[config.mk]
export PLATFORM = sky130hd
export DESIGN_NAME = i2c_master_bit_engine_unit
export DESIGN_NICKNAME = d
export VERILOG_FILES = /design/src/sv/i2cm_pkg.sv /design/src/sv/i2c_master_bit_engine_unit.sv
export SDC_FILE = /design/constraint.sdc
export NUM_CORES = 1
export LEC_CHECK = 0
export ABC_AREA = 1
export BUFFER_PORTS_ARGS = -buffer_cell sky130_fd_sc_hd__buf_2
export CORE_MARGIN = 2
export CORE_UTILIZATION = 50
export CTS_CLUSTER_SIZE = 16
export DETAILED_ROUTE_END_ITERATION = 8
export HOLD_SLACK_MARGIN = 0.03
export PLACE_DENSITY = 0.7
export SLEW_MARGIN = 5
export SYNTH_ARGS = -nofsm -noshare
export SYNTH_HDL_FRONTEND = slang
export SYNTH_SLANG_ARGS = --single-unit
[constraint.sdc]
create_clock -name clk -period 3.7 [get_ports clk]
set_clock_uncertainty 0.2 [all_clocks]
set_input_delay 0.185 -clock clk [delete_from_list [all_inputs] [get_ports clk]]
set_output_delay 0.185 -clock clk [all_outputs]
set_load 0.02 [all_outputs]
[src/sv/i2cm_pkg.sv]
`default_nettype none

package i2cm_pkg;

  // Command codes carried in req_type.
  typedef enum logic [2:0] {
    CMD_START = 3'd0,
    CMD_STOP  = 3'd1,
    CMD_SEND  = 3'd2,
    CMD_RECV  = 3'd3,
    CMD_SACK  = 3'd4,
    CMD_RACK  = 3'd5
  } cmd_t;

  localparam logic [2:0] CMD_COUNT = 3'd6;

  // Bit position that closes a byte command.
  localparam logic [2:0] LAST_BIT = 3'd7;

  typedef struct packed {
    logic       cmd_valid;
    logic [2:0] req_type;
    logic [7:0] tx_byte;
    logic       ack_out;
    logic       sda_in;
  } in_t;

  typedef struct packed {
    logic       scl_out;
    logic       sda_out;
    logic       done_res;
    logic [7:0] rx_byte;
    logic       rx_ack;
    logic       busy_res;
    logic       cmd_dropped;
  } out_t;

  // Final phase of one bit (or of the whole sequence for non-byte commands).
  function automatic logic [1:0] last_phase(input cmd_t cmd);
    logic [1:0] lp;
    unique case (cmd)
      CMD_START: lp = 2'd3;
      CMD_STOP:  lp = 2'd2;
      CMD_SEND:  lp = 2'd2;
      CMD_RECV:  lp = 2'd3;
      CMD_SACK:  lp = 2'd2;
      CMD_RACK:  lp = 2'd3;
      default:   lp = 2'd3;
    endcase
    return lp;
  endfunction

endpackage

`default_nettype wire

[src/sv/i2c_master_bit_engine_unit.sv]
`default_nettype none

// I2C master bit engine. Each request on the in_ channel is one bus delay slot
// and carries the sampled SDA level plus, optionally, a new command; each
// request yields exactly one result on the out_ channel with the SCL/SDA drive
// levels after that slot (1 released, 0 pulled low), a done flag in the final
// slot of a command, the last received byte and acknowledge, a busy flag and a
// flag for a command offered while busy. The block takes one request per clock
// cycle while results are taken and returns each result in the next cycle: the
// slot update is a single pass of logic into the result register, and in_ready
// stays high whenever that register is empty or being taken in the same cycle.
// Commands run one at a time: start 4 slots, stop 3, send byte 24, receive byte 32, send ack 3,
// receive ack 4. Codes 6 and 7 are ignored while idle.
module i2c_master_bit_engine_unit (
  input  wire              clk,
  input  wire              rst_n,
  input  wire              in_valid,
  output logic             in_ready,
  input  i2cm_pkg::in_t    in_data,
  output logic             out_valid,
  input  wire              out_ready,
  output i2cm_pkg::out_t   out_data
);
  import i2cm_pkg::*;

  // Engine state.
  logic       scl_r, scl_nxt;
  logic       sda_r, sda_nxt;
  logic       run_r, run_nxt;
  cmd_t       cmd_r, cmd_nxt;
  logic [1:0] phase_r, phase_nxt;
  logic [2:0] bit_r, bit_nxt;
  logic [7:0] shift_r, shift_nxt;
  logic       ack_lvl_r, ack_lvl_nxt;
  logic       rx_ack_r, rx_ack_nxt;
  logic [7:0] rx_hold_r, rx_hold_nxt;

  // Result register.
  logic       out_valid_r;
  out_t       out_data_r, out_data_nxt;

  logic       accept;
  logic       done;
  logic       dropped;

  assign in_ready  = !out_valid_r || out_ready;
  assign accept    = in_valid && in_ready;
  assign out_valid = out_valid_r;
  assign out_data  = out_data_r;

  // One slot of the sequencer.
  always_comb begin
    scl_nxt     = scl_r;
    sda_nxt     = sda_r;
    run_nxt     = run_r;
    cmd_nxt     = cmd_r;
    phase_nxt   = phase_r;
    bit_nxt     = bit_r;
    shift_nxt   = shift_r;
    ack_lvl_nxt = ack_lvl_r;
    rx_ack_nxt  = rx_ack_r;
    rx_hold_nxt = rx_hold_r;
    done        = 1'b0;
    dropped     = 1'b0;

    // Take a new command only when idle; flag any offer made while busy.
    if (run_r) begin
      dropped = in_data.cmd_valid;
    end else if (in_data.cmd_valid && (in_data.req_type < CMD_COUNT)) begin
      run_nxt   = 1'b1;
      cmd_nxt   = cmd_t'(in_data.req_type);
      phase_nxt = 2'd0;
      bit_nxt   = 3'd0;
      if (cmd_t'(in_data.req_type) == CMD_SEND) begin
        shift_nxt = in_data.tx_byte;
      end else if (cmd_t'(in_data.req_type) == CMD_RECV) begin
        shift_nxt = 8'd0;
      end else if (cmd_t'(in_data.req_type) == CMD_SACK) begin
        ack_lvl_nxt = in_data.ack_out;
      end
    end

    if (run_nxt) begin
      unique case (cmd_nxt)
        CMD_START: begin
          unique case (phase_nxt)
            2'd0:    scl_nxt = 1'b1;
            2'd1:    sda_nxt = 1'b1;
            2'd2:    sda_nxt = 1'b0;
            default: scl_nxt = 1'b0;
          endcase
        end
        CMD_STOP: begin
          unique case (phase_nxt)
            2'd0:    sda_nxt = 1'b0;
            2'd1:    scl_nxt = 1'b1;
            default: sda_nxt = 1'b1;
          endcase
        end
        CMD_SEND: begin
          unique case (phase_nxt)
            2'd0:    sda_nxt = shift_nxt[~bit_nxt];
            2'd1:    scl_nxt = 1'b1;
            default: scl_nxt = 1'b0;
          endcase
        end
        CMD_RECV: begin
          unique case (phase_nxt)
            2'd0:    sda_nxt = 1'b1;
            2'd1:    scl_nxt = 1'b1;
            2'd2:    shift_nxt[~bit_nxt] = in_data.sda_in;
            default: scl_nxt = 1'b0;
          endcase
        end
        CMD_SACK: begin
          unique case (phase_nxt)
            2'd0:    sda_nxt = ack_lvl_nxt;
            2'd1:    scl_nxt = 1'b1;
            default: scl_nxt = 1'b0;
          endcase
        end
        default: begin
          unique case (phase_nxt)
            2'd0:    sda_nxt    = 1'b1;
            2'd1:    scl_nxt    = 1'b1;
            2'd2:    rx_ack_nxt = in_data.sda_in;
            default: scl_nxt    = 1'b0;
          endcase
        end
      endcase

      // Advance phase, then bit; byte commands finish on their last bit.
      if (phase_nxt == last_phase(cmd_nxt)) begin
        if (((cmd_nxt != CMD_SEND) && (cmd_nxt != CMD_RECV)) || (bit_nxt == LAST_BIT)) begin
          done      = 1'b1;
          run_nxt   = 1'b0;
          phase_nxt = 2'd0;
          bit_nxt   = 3'd0;
          if (cmd_nxt == CMD_RECV) begin
            rx_hold_nxt = shift_nxt;
          end
        end else begin
          phase_nxt = 2'd0;
          bit_nxt   = bit_nxt + 3'd1;
        end
      end else begin
        phase_nxt = phase_nxt + 2'd1;
      end
    end
  end

  always_comb begin
    out_data_nxt.scl_out     = scl_nxt;
    out_data_nxt.sda_out     = sda_nxt;
    out_data_nxt.done_res    = done;
    out_data_nxt.rx_byte     = rx_hold_nxt;
    out_data_nxt.rx_ack      = rx_ack_nxt;
    out_data_nxt.busy_res    = run_nxt;
    out_data_nxt.cmd_dropped = dropped;
  end

  // Commit the slot on every accepted request.
  always_ff @(posedge clk) begin
    if (!rst_n) begin
      scl_r     <= 1'b1;
      sda_r     <= 1'b1;
      run_r     <= 1'b0;
      cmd_r     <= CMD_START;
      phase_r   <= 2'd0;
      bit_r     <= 3'd0;
      shift_r   <= 8'd0;
      ack_lvl_r <= 1'b0;
      rx_ack_r  <= 1'b1;
      rx_hold_r <= 8'd0;
    end else if (accept) begin
      scl_r     <= scl_nxt;
      sda_r     <= sda_nxt;
      run_r     <= run_nxt;
      cmd_r     <= cmd_nxt;
      phase_r   <= phase_nxt;
      bit_r     <= bit_nxt;
      shift_r   <= shift_nxt;
      ack_lvl_r <= ack_lvl_nxt;
      rx_ack_r  <= rx_ack_nxt;
      rx_hold_r <= rx_hold_nxt;
    end
  end

  // Hold the result until taken; refill in the same cycle it drains.
  always_ff @(posedge clk) begin
    if (!rst_n) begin
      out_valid_r <= 1'b0;
    end else if (accept) begin
      out_valid_r <= 1'b1;
    end else if (out_ready) begin
      out_valid_r <= 1'b0;
    end
  end

  always_ff @(posedge clk) begin
    if (accept) begin
      out_data_r <= out_data_nxt;
    end
  end

endmodule

`default_nettype wire

==> impl_metrics.csv, run 1 <==
group,metric,value,unit
layout,area_growth,13.0,%
drt,drt-met1-wl,3.14,mm
layout,final_cells,508,
layout,final_cell_area,3170,sq um
global_routing,grt_pass1_wl,11.1,mm
cts,insertion_delay,300,ps
outcome,status,"completed",
cts,cts_tree,"done",
critical_path,cp.required,3760,ps
cts,root_buffer,"clkbuf_8",
die,die_w,78.9,um
sta,slew_headroom,45.1,%
cts,cts_inserted_buffers,5,
critical_path,startpoint_type,"flop",
cts,cts_buffer_depth,2,
die,dieArea,6230,sq um
placement,port_buffers,33,
yosys,seq_area_frac_synth,36.4,%
sta,worst_pin_slew,818,ps
critical_path,critical_path.endpoint,"rx_hold_r[2]$_SDFFE_PN0P_",
critical_path,r2r_start,"run_r$_SDFFE_PN0P_",
critical_path,r2r_setup_slack,860,ps
critical_path,crit_arrival,2900,ps
global_routing,antenna_found_initial,0,
drt,dr_total_vias,2670,
sta,max_freq,0.352,GHz
drt,dr_wl_met2,3.00,mm
power_and_ir_drop,p_per_area,395,nW/um^2
drt,routed_wirelength,6.65,mm
yosys,synth_cells,402,
power_and_ir_drop,peakVddDrop,0.213,mV
die,chipHeight,78.9,um
drt,drc,0,
sta,slew_viol_final,0,
yosys,syn_area,2810,sq um
sta,setup_tns,0,ps
job,maxCapViolations,0,
sta,setup_viol,0,
die,initial_core_util,51.3,%
worst_hold_path,min_path_cells,3,
drt,via_per_inst,5.26,
drt,met3RoutedLength,428,um
die,core,5470,sq um
layout,nNetsFinal,459,
placement,pre_cts_ws,924,ps
layout,fin_util,57.9,%
drt,dr.pass1.iters,6,
layout,layout_commonest_cell,"nand2_1",
global_routing,grt_overflow_total,0,
die,num_rows,27,
global_routing,grt_pass1_vias,2361,
yosys,yosysUniqueCellTypes,30,
critical_path,crit_fanout,13,
yosys,synth_seq_cells,44,
sta,post-route-period-util,76.9,%
sta,fin_ws,856,ps
sta,finalHoldViolCount,0,
global_routing,grt_max_degree,37,
drt,ant_nets,0,
placement,place_area,3030,sq um
critical_path,r2r-end,"rx_hold_r[2]$_SDFFE_PN0P_",
drt,top_layer,"met4",
drt,wl_per_cell,13.1,um
yosys,yosys.area_share.simple,36.8,%
layout,diodes,0,
sta,worst_hold_slack,65.3,ps
critical_path,end_kind,"flop",
sta,rsz0062_at_grt,"false",
layout,drive_gt1_share,16.5,%
placement,dp.cells,498,
layout,final_cell_mix,"nand2_1, inv_1, nor2_1, buf_2, dfxtp_1",
power_and_ir_drop,p_total,1.25,mW
yosys,synth_top_family_by_area,"simple AND/OR/NAND/NOR gates",
power_and_ir_drop,p_leak,1.64,nW
cts,clk_pin_slew,90,ps
critical_path,crit_start,"run_r$_SDFFE_PN0P_",
yosys,synthXorXnorAreaFrac,0,%
yosys,synth_fp_nets,426,
yosys,synth_compound_gate_area_share,13.2,%
yosys,yosys_warnings,0,
global_routing,grt_use_total,22.6,%
placement,hpwl,4.80,mm
placement,gp_congestion,0.943,
cts,cts_resized,0,
yosys,yosys.area_share.adder,2.67,%
critical_path,crit_type,"flop to flop",
yosys,avgSynthCellArea,6.98,sq um
die,io_pins,34,
sta,min_period,2840,ps
yosys,synth.area.mux_share,0.713,%
cts,clock_sinks,44,
critical_path,reg2reg_depth,15,
worst_hold_path,hp-class,"primary input to flop",
cts,htreeDepth,2,
drt,drt-initial-drc-count,168,
cell families (layout without fill, tap and decap cells):
family	after synthesis	count (layout)
adder cells (fa/ha/maj)	6	6
multiplexers	2	2
buffers and inverters	72	106
AO/OA/AOI/OAI	61	61
flip-flops	44	44
AND/OR/NAND/NOR	217	217
metal layers:
metal / GRT usage, % / vias to the layer above
li1: - / 1384
met1: 31.2 / 1195
met2: 35.8 / 85
met3: 4.43 / 6
met4: 7.07 / 0
met5: 0 / -
cell type report:
class                           count  area [sq um]
Clock buffer                        6          82.6
Sequential cell                    44          1020
Clock inverter                      2          38.8
Tap cell                           72          90.1
Timing Repair Buffer               38           208
Inverter                           60           230
Multi-Input combinational cell    286          1500
Fill cell                         529          2300
power breakdown:
group | switching [mW] | internal (mW)
Combinational | 0.202 | 0.0959
Sequential | 0.0197 | 0.538
Clock | 0.176 | 0.221
critical path, stage by stage (launching register included):
cell and delay (ps):
dfxtp_1 430, inv_2 70, nand3_2 260, nand2_1 160, inv_1 310, ha_1 240, inv_1 60, nor2_1 180
nand4_1 190, nand2_1 100, inv_1 50, nor2_1 190, nand4_2 160, nand3_1 100, nand2_1 50, inv_1 40
sequential cells by signal (all words and copies together) (netlist names), 2 cells and up:
name and cells:
rx_hold_r 8, shift_r 8, cmd_r 3, bit_r 3, out_data 14, phase_r 2
cells in the mapped netlist:
library cell  count  share of area, %
a21boi_0          1              0.27
a21oi_1          23               4.1
buf_2             2              0.36
buf_6             1              0.40
clkbuf_1          9               1.2
clkinv_1          3              0.40
clkinv_4          1              0.31
dfxtp_1          30                21
edfxtp_1         14                15
ha_1              6               2.7
inv_1            53               7.1
inv_2             3              0.40
mux2i_1           2              0.71
nand2_1         115                15
nand2_2           4              0.89
nand2_4           2              0.80
nand3_1          23               4.1
nand3_2           4               1.4
nand4_1          13               2.9
nand4_2           8               3.6
nand4_4           1              0.76
nor2_1           41               5.5
nor2_4            2              0.80
nor3_1            4              0.71
o211ai_1         12               3.2
o21ai_0          18               3.2
o21ai_1           2              0.36
o21ai_4           2               1.2
o21bai_1          2              0.53
o221a_2           1              0.40
how the worst min path moves through the flow:
stage,slack [ps],start,to
floorplan,120,rst_n,cmd_r[1]$_SDFFE_PN0P_
global placement,250,shift_r[5]$_SDFFE_PN0P_,shift_r[5]$_SDFFE_PN0P_
detailed placement,260,shift_r[3]$_SDFFE_PN0P_,shift_r[3]$_SDFFE_PN0P_
CTS,40,in_data[13],out_data[0]$_SDFFCE_PN0P_
global route,80,in_data[13],out_data[0]$_SDFFCE_PN0P_
finish,70,in_data[13],out_data[0]$_SDFFCE_PN0P_
repair_timing:
| action | CTS | global route |
|---|---|---|
| hold endpoints to repair | 5 | 0 |
| hold buffers | 2 | 0 |
| endpoints found under the setup margin | 0 | 0 |
| setup buffers | 0 | 0 |
No activity file was read; power rests on OpenSTA's default activity.
==> inputs of run 2 (changes only) <==
==> constraint.sdc (replaced) <==
create_clock -name clk -period 2.9 [get_ports clk]
set_clock_uncertainty 0.2 [all_clocks]
set_input_delay 0.145 -clock clk [delete_from_list [all_inputs] [get_ports clk]]
set_output_delay 0.145 -clock clk [all_outputs]
set_load 0.02 [all_outputs]
==> run 2 against run 1 <==
  * Non-clock buffer count grew 6
  * Sequential share of layout area shrank 0.28 points
  * Die area is the same
  * Largest power group unchanged
  * Global-route usage is essentially flat
==> impl_metrics.csv, run 2 (synthesized netlist as in run 1, its figures left out) <==
group,metric,value,unit
critical_path,cp_top_family,"buffers and inverters",
sta,finalHoldViolCount,0,
die,io_pins,34,
power_and_ir_drop,sw_frac_of_total,33.7,%
job,maxCapViolations,0,
power_and_ir_drop,p_per_area,462,nW/um^2
power_and_ir_drop,p_sw,499,uW
drt,dr_total_vias,2686,
die,core,5470,sq um
cts,cts_inserted_buffers,5,
sta,rsz0062_at_grt,"false",
layout,fin_util,58.4,%
critical_path,cpPeakStageDelay,530,ps
drt,wl_per_cell,13.0,um
sta,slew_viol_final,0,
global_routing,grt_overflow_total,0,
placement,place_area,3070,sq um
power_and_ir_drop,p_seq_share,48.1,%
drt,routed_wirelength,6.66,mm
power_and_ir_drop,clkPwrFrac,25.3,%
global_routing,grt_max_degree,25,
drt,drc,0,
layout,nNetsFinal,465,
sta,worst_pin_slew,541,ps
outcome,status,"completed",
cts,cts_tree,"done",
critical_path,end_kind,"flop",
global_routing,grt_use_total,22.5,%
drt,drt-initial-drc-count,202,
global_routing,grt_pass1_vias,2336,
sta,min_period,2630,ps
die,die_w,78.9,um
cts,post-cts-setup-buffers,0,
sta,setup_tns,0,ps
drt,dr.pass1.iters,5,
layout,final_cell_area,3200,sq um
placement,port_buffers,33,
drt,ant_nets,0,
die,num_rows,27,
layout,layout_commonest_cell,"nand2_1",
worst_hold_path,hp-class,"primary input to flop",
power_and_ir_drop,peakVddDrop,0.250,mV
layout,diodes,0,
layout,drive_gt1_share,17.9,%
sta,worst_hold_slack,83.8,ps
layout,final_cell_mix,"nand2_1, inv_1, nor2_1, buf_2, dfxtp_1",
sta,fin_ws,273,ps
placement,hpwl,4.99,mm
global_routing,grt_pass1_wl,11.1,mm
sta,slew_headroom,63.7,%
critical_path,startpoint_type,"primary input",
critical_path,crit_top_cell,"nand2_4",
power_and_ir_drop,internal-power,979,uW
critical_path,crit_buf_inv,4,
layout,area_growth,14.0,%
cts,insertion_delay,300,ps
critical_path,crit_fanout,13,
critical_path,cp_slowest_cell,"dlygate4sd3_1",
critical_path,crit_type,"primary input to flop",
sta,max_freq,0.381,GHz
cts,clock_sinks,44,
cts,cts_buffer_depth,2,
placement,pre_cts_ws,199,ps
power_and_ir_drop,p_leak,1.66,nW
power_and_ir_drop,p_comb_share,26.6,%
cts,htreeDepth,2,
critical_path,cp.required,2740,ps
cts,clk_pin_slew,80,ps
cts,root_buffer,"clkbuf_8",
die,chipHeight,78.9,um
sta,post-route-period-util,90.6,%
critical_path,crit_arrival,2460,ps
critical_path,cp_cell_sequence,"dlygate4sd3_1, buf_2, nand3_4, inv_2, o21ai_4, nand3_2, nand3_1, nand2_1, nand2_4, nand2_4, o21ai_0, inv_1",
global_routing,antenna_found_initial,0,
die,dieArea,6230,sq um
layout,largest_reg_flops,14,
die,initial_core_util,51.3,%
drt,via_per_inst,5.23,
sta,setup_viol,0,
placement,gp_congestion,0.932,
## run 2: worst min-delay path, stage by stage
cell,delay [ps]
buf_2,70
nand2_1,60
clkinv_1,170
a21oi_1,100
## run 2: layer usage
layer | GRT usage, % | part of all wire (%)
met1 | 31.0 | 47
met2 | 37.3 | 46
met3 | 3.52 | 6.1
met4 | 5.52 | 1.1
met5 | 0 | 0
## run 2: worst paths after layout
kind / startpoint / end / slack [ps] / cells after the start
setup / recovery: in_data[13] / out_data[1]$_DFFE_PP_ / 270 / 12
hold / removal: in_valid / cmd_r[1]$_SDFFE_PN0P_ / 80 / 4
setup reg to reg: run_r$_SDFFE_PN0P_ / out_data[1]$_DFFE_PP_ / 300 / 11
hold reg to reg: shift_r[3]$_SDFFE_PN0P_ / shift_r[3]$_SDFFE_PN0P_ / 270 / 2
## run 2: layout make-up
cell class | instances | area [sq um]
Inverter | 60 | 230
Fill cell | 551 | 2270
Sequential cell | 44 | 1020
Clock inverter | 3 | 13.8
Timing Repair Buffer | 44 | 255
Multi-Input combinational cell | 286 | 1520
Tap cell | 72 | 90.1
Clock buffer | 5 | 68.8
## run 2: power groups by stage
stage          clock network (mW)  registers, mW  logic [mW]
2_1_floorplan                   0          0.744       0.265
3_3_place_gp                    0          0.724       0.376
3_5_place_dp                    0          0.726       0.382
4_1_cts                     0.383          0.711       0.386
5_1_grt                     0.415          0.717       0.438
6_report                    0.374          0.711       0.393
## run 2: per-stage QoR
step                power (mW)  std cells
floorplan                 1.01        402
global placement          1.10        503
detailed placement        1.11        503
CTS                       1.48        514
global route              1.57        514
finish                    1.48        514
## run 2: timing repair
action / CTS / global route
setup endpoints to repair: 0 / 18
resized for setup: 0 / 4
endpoints found under the hold margin: 6 / 0
hold buffers: 3 / 0
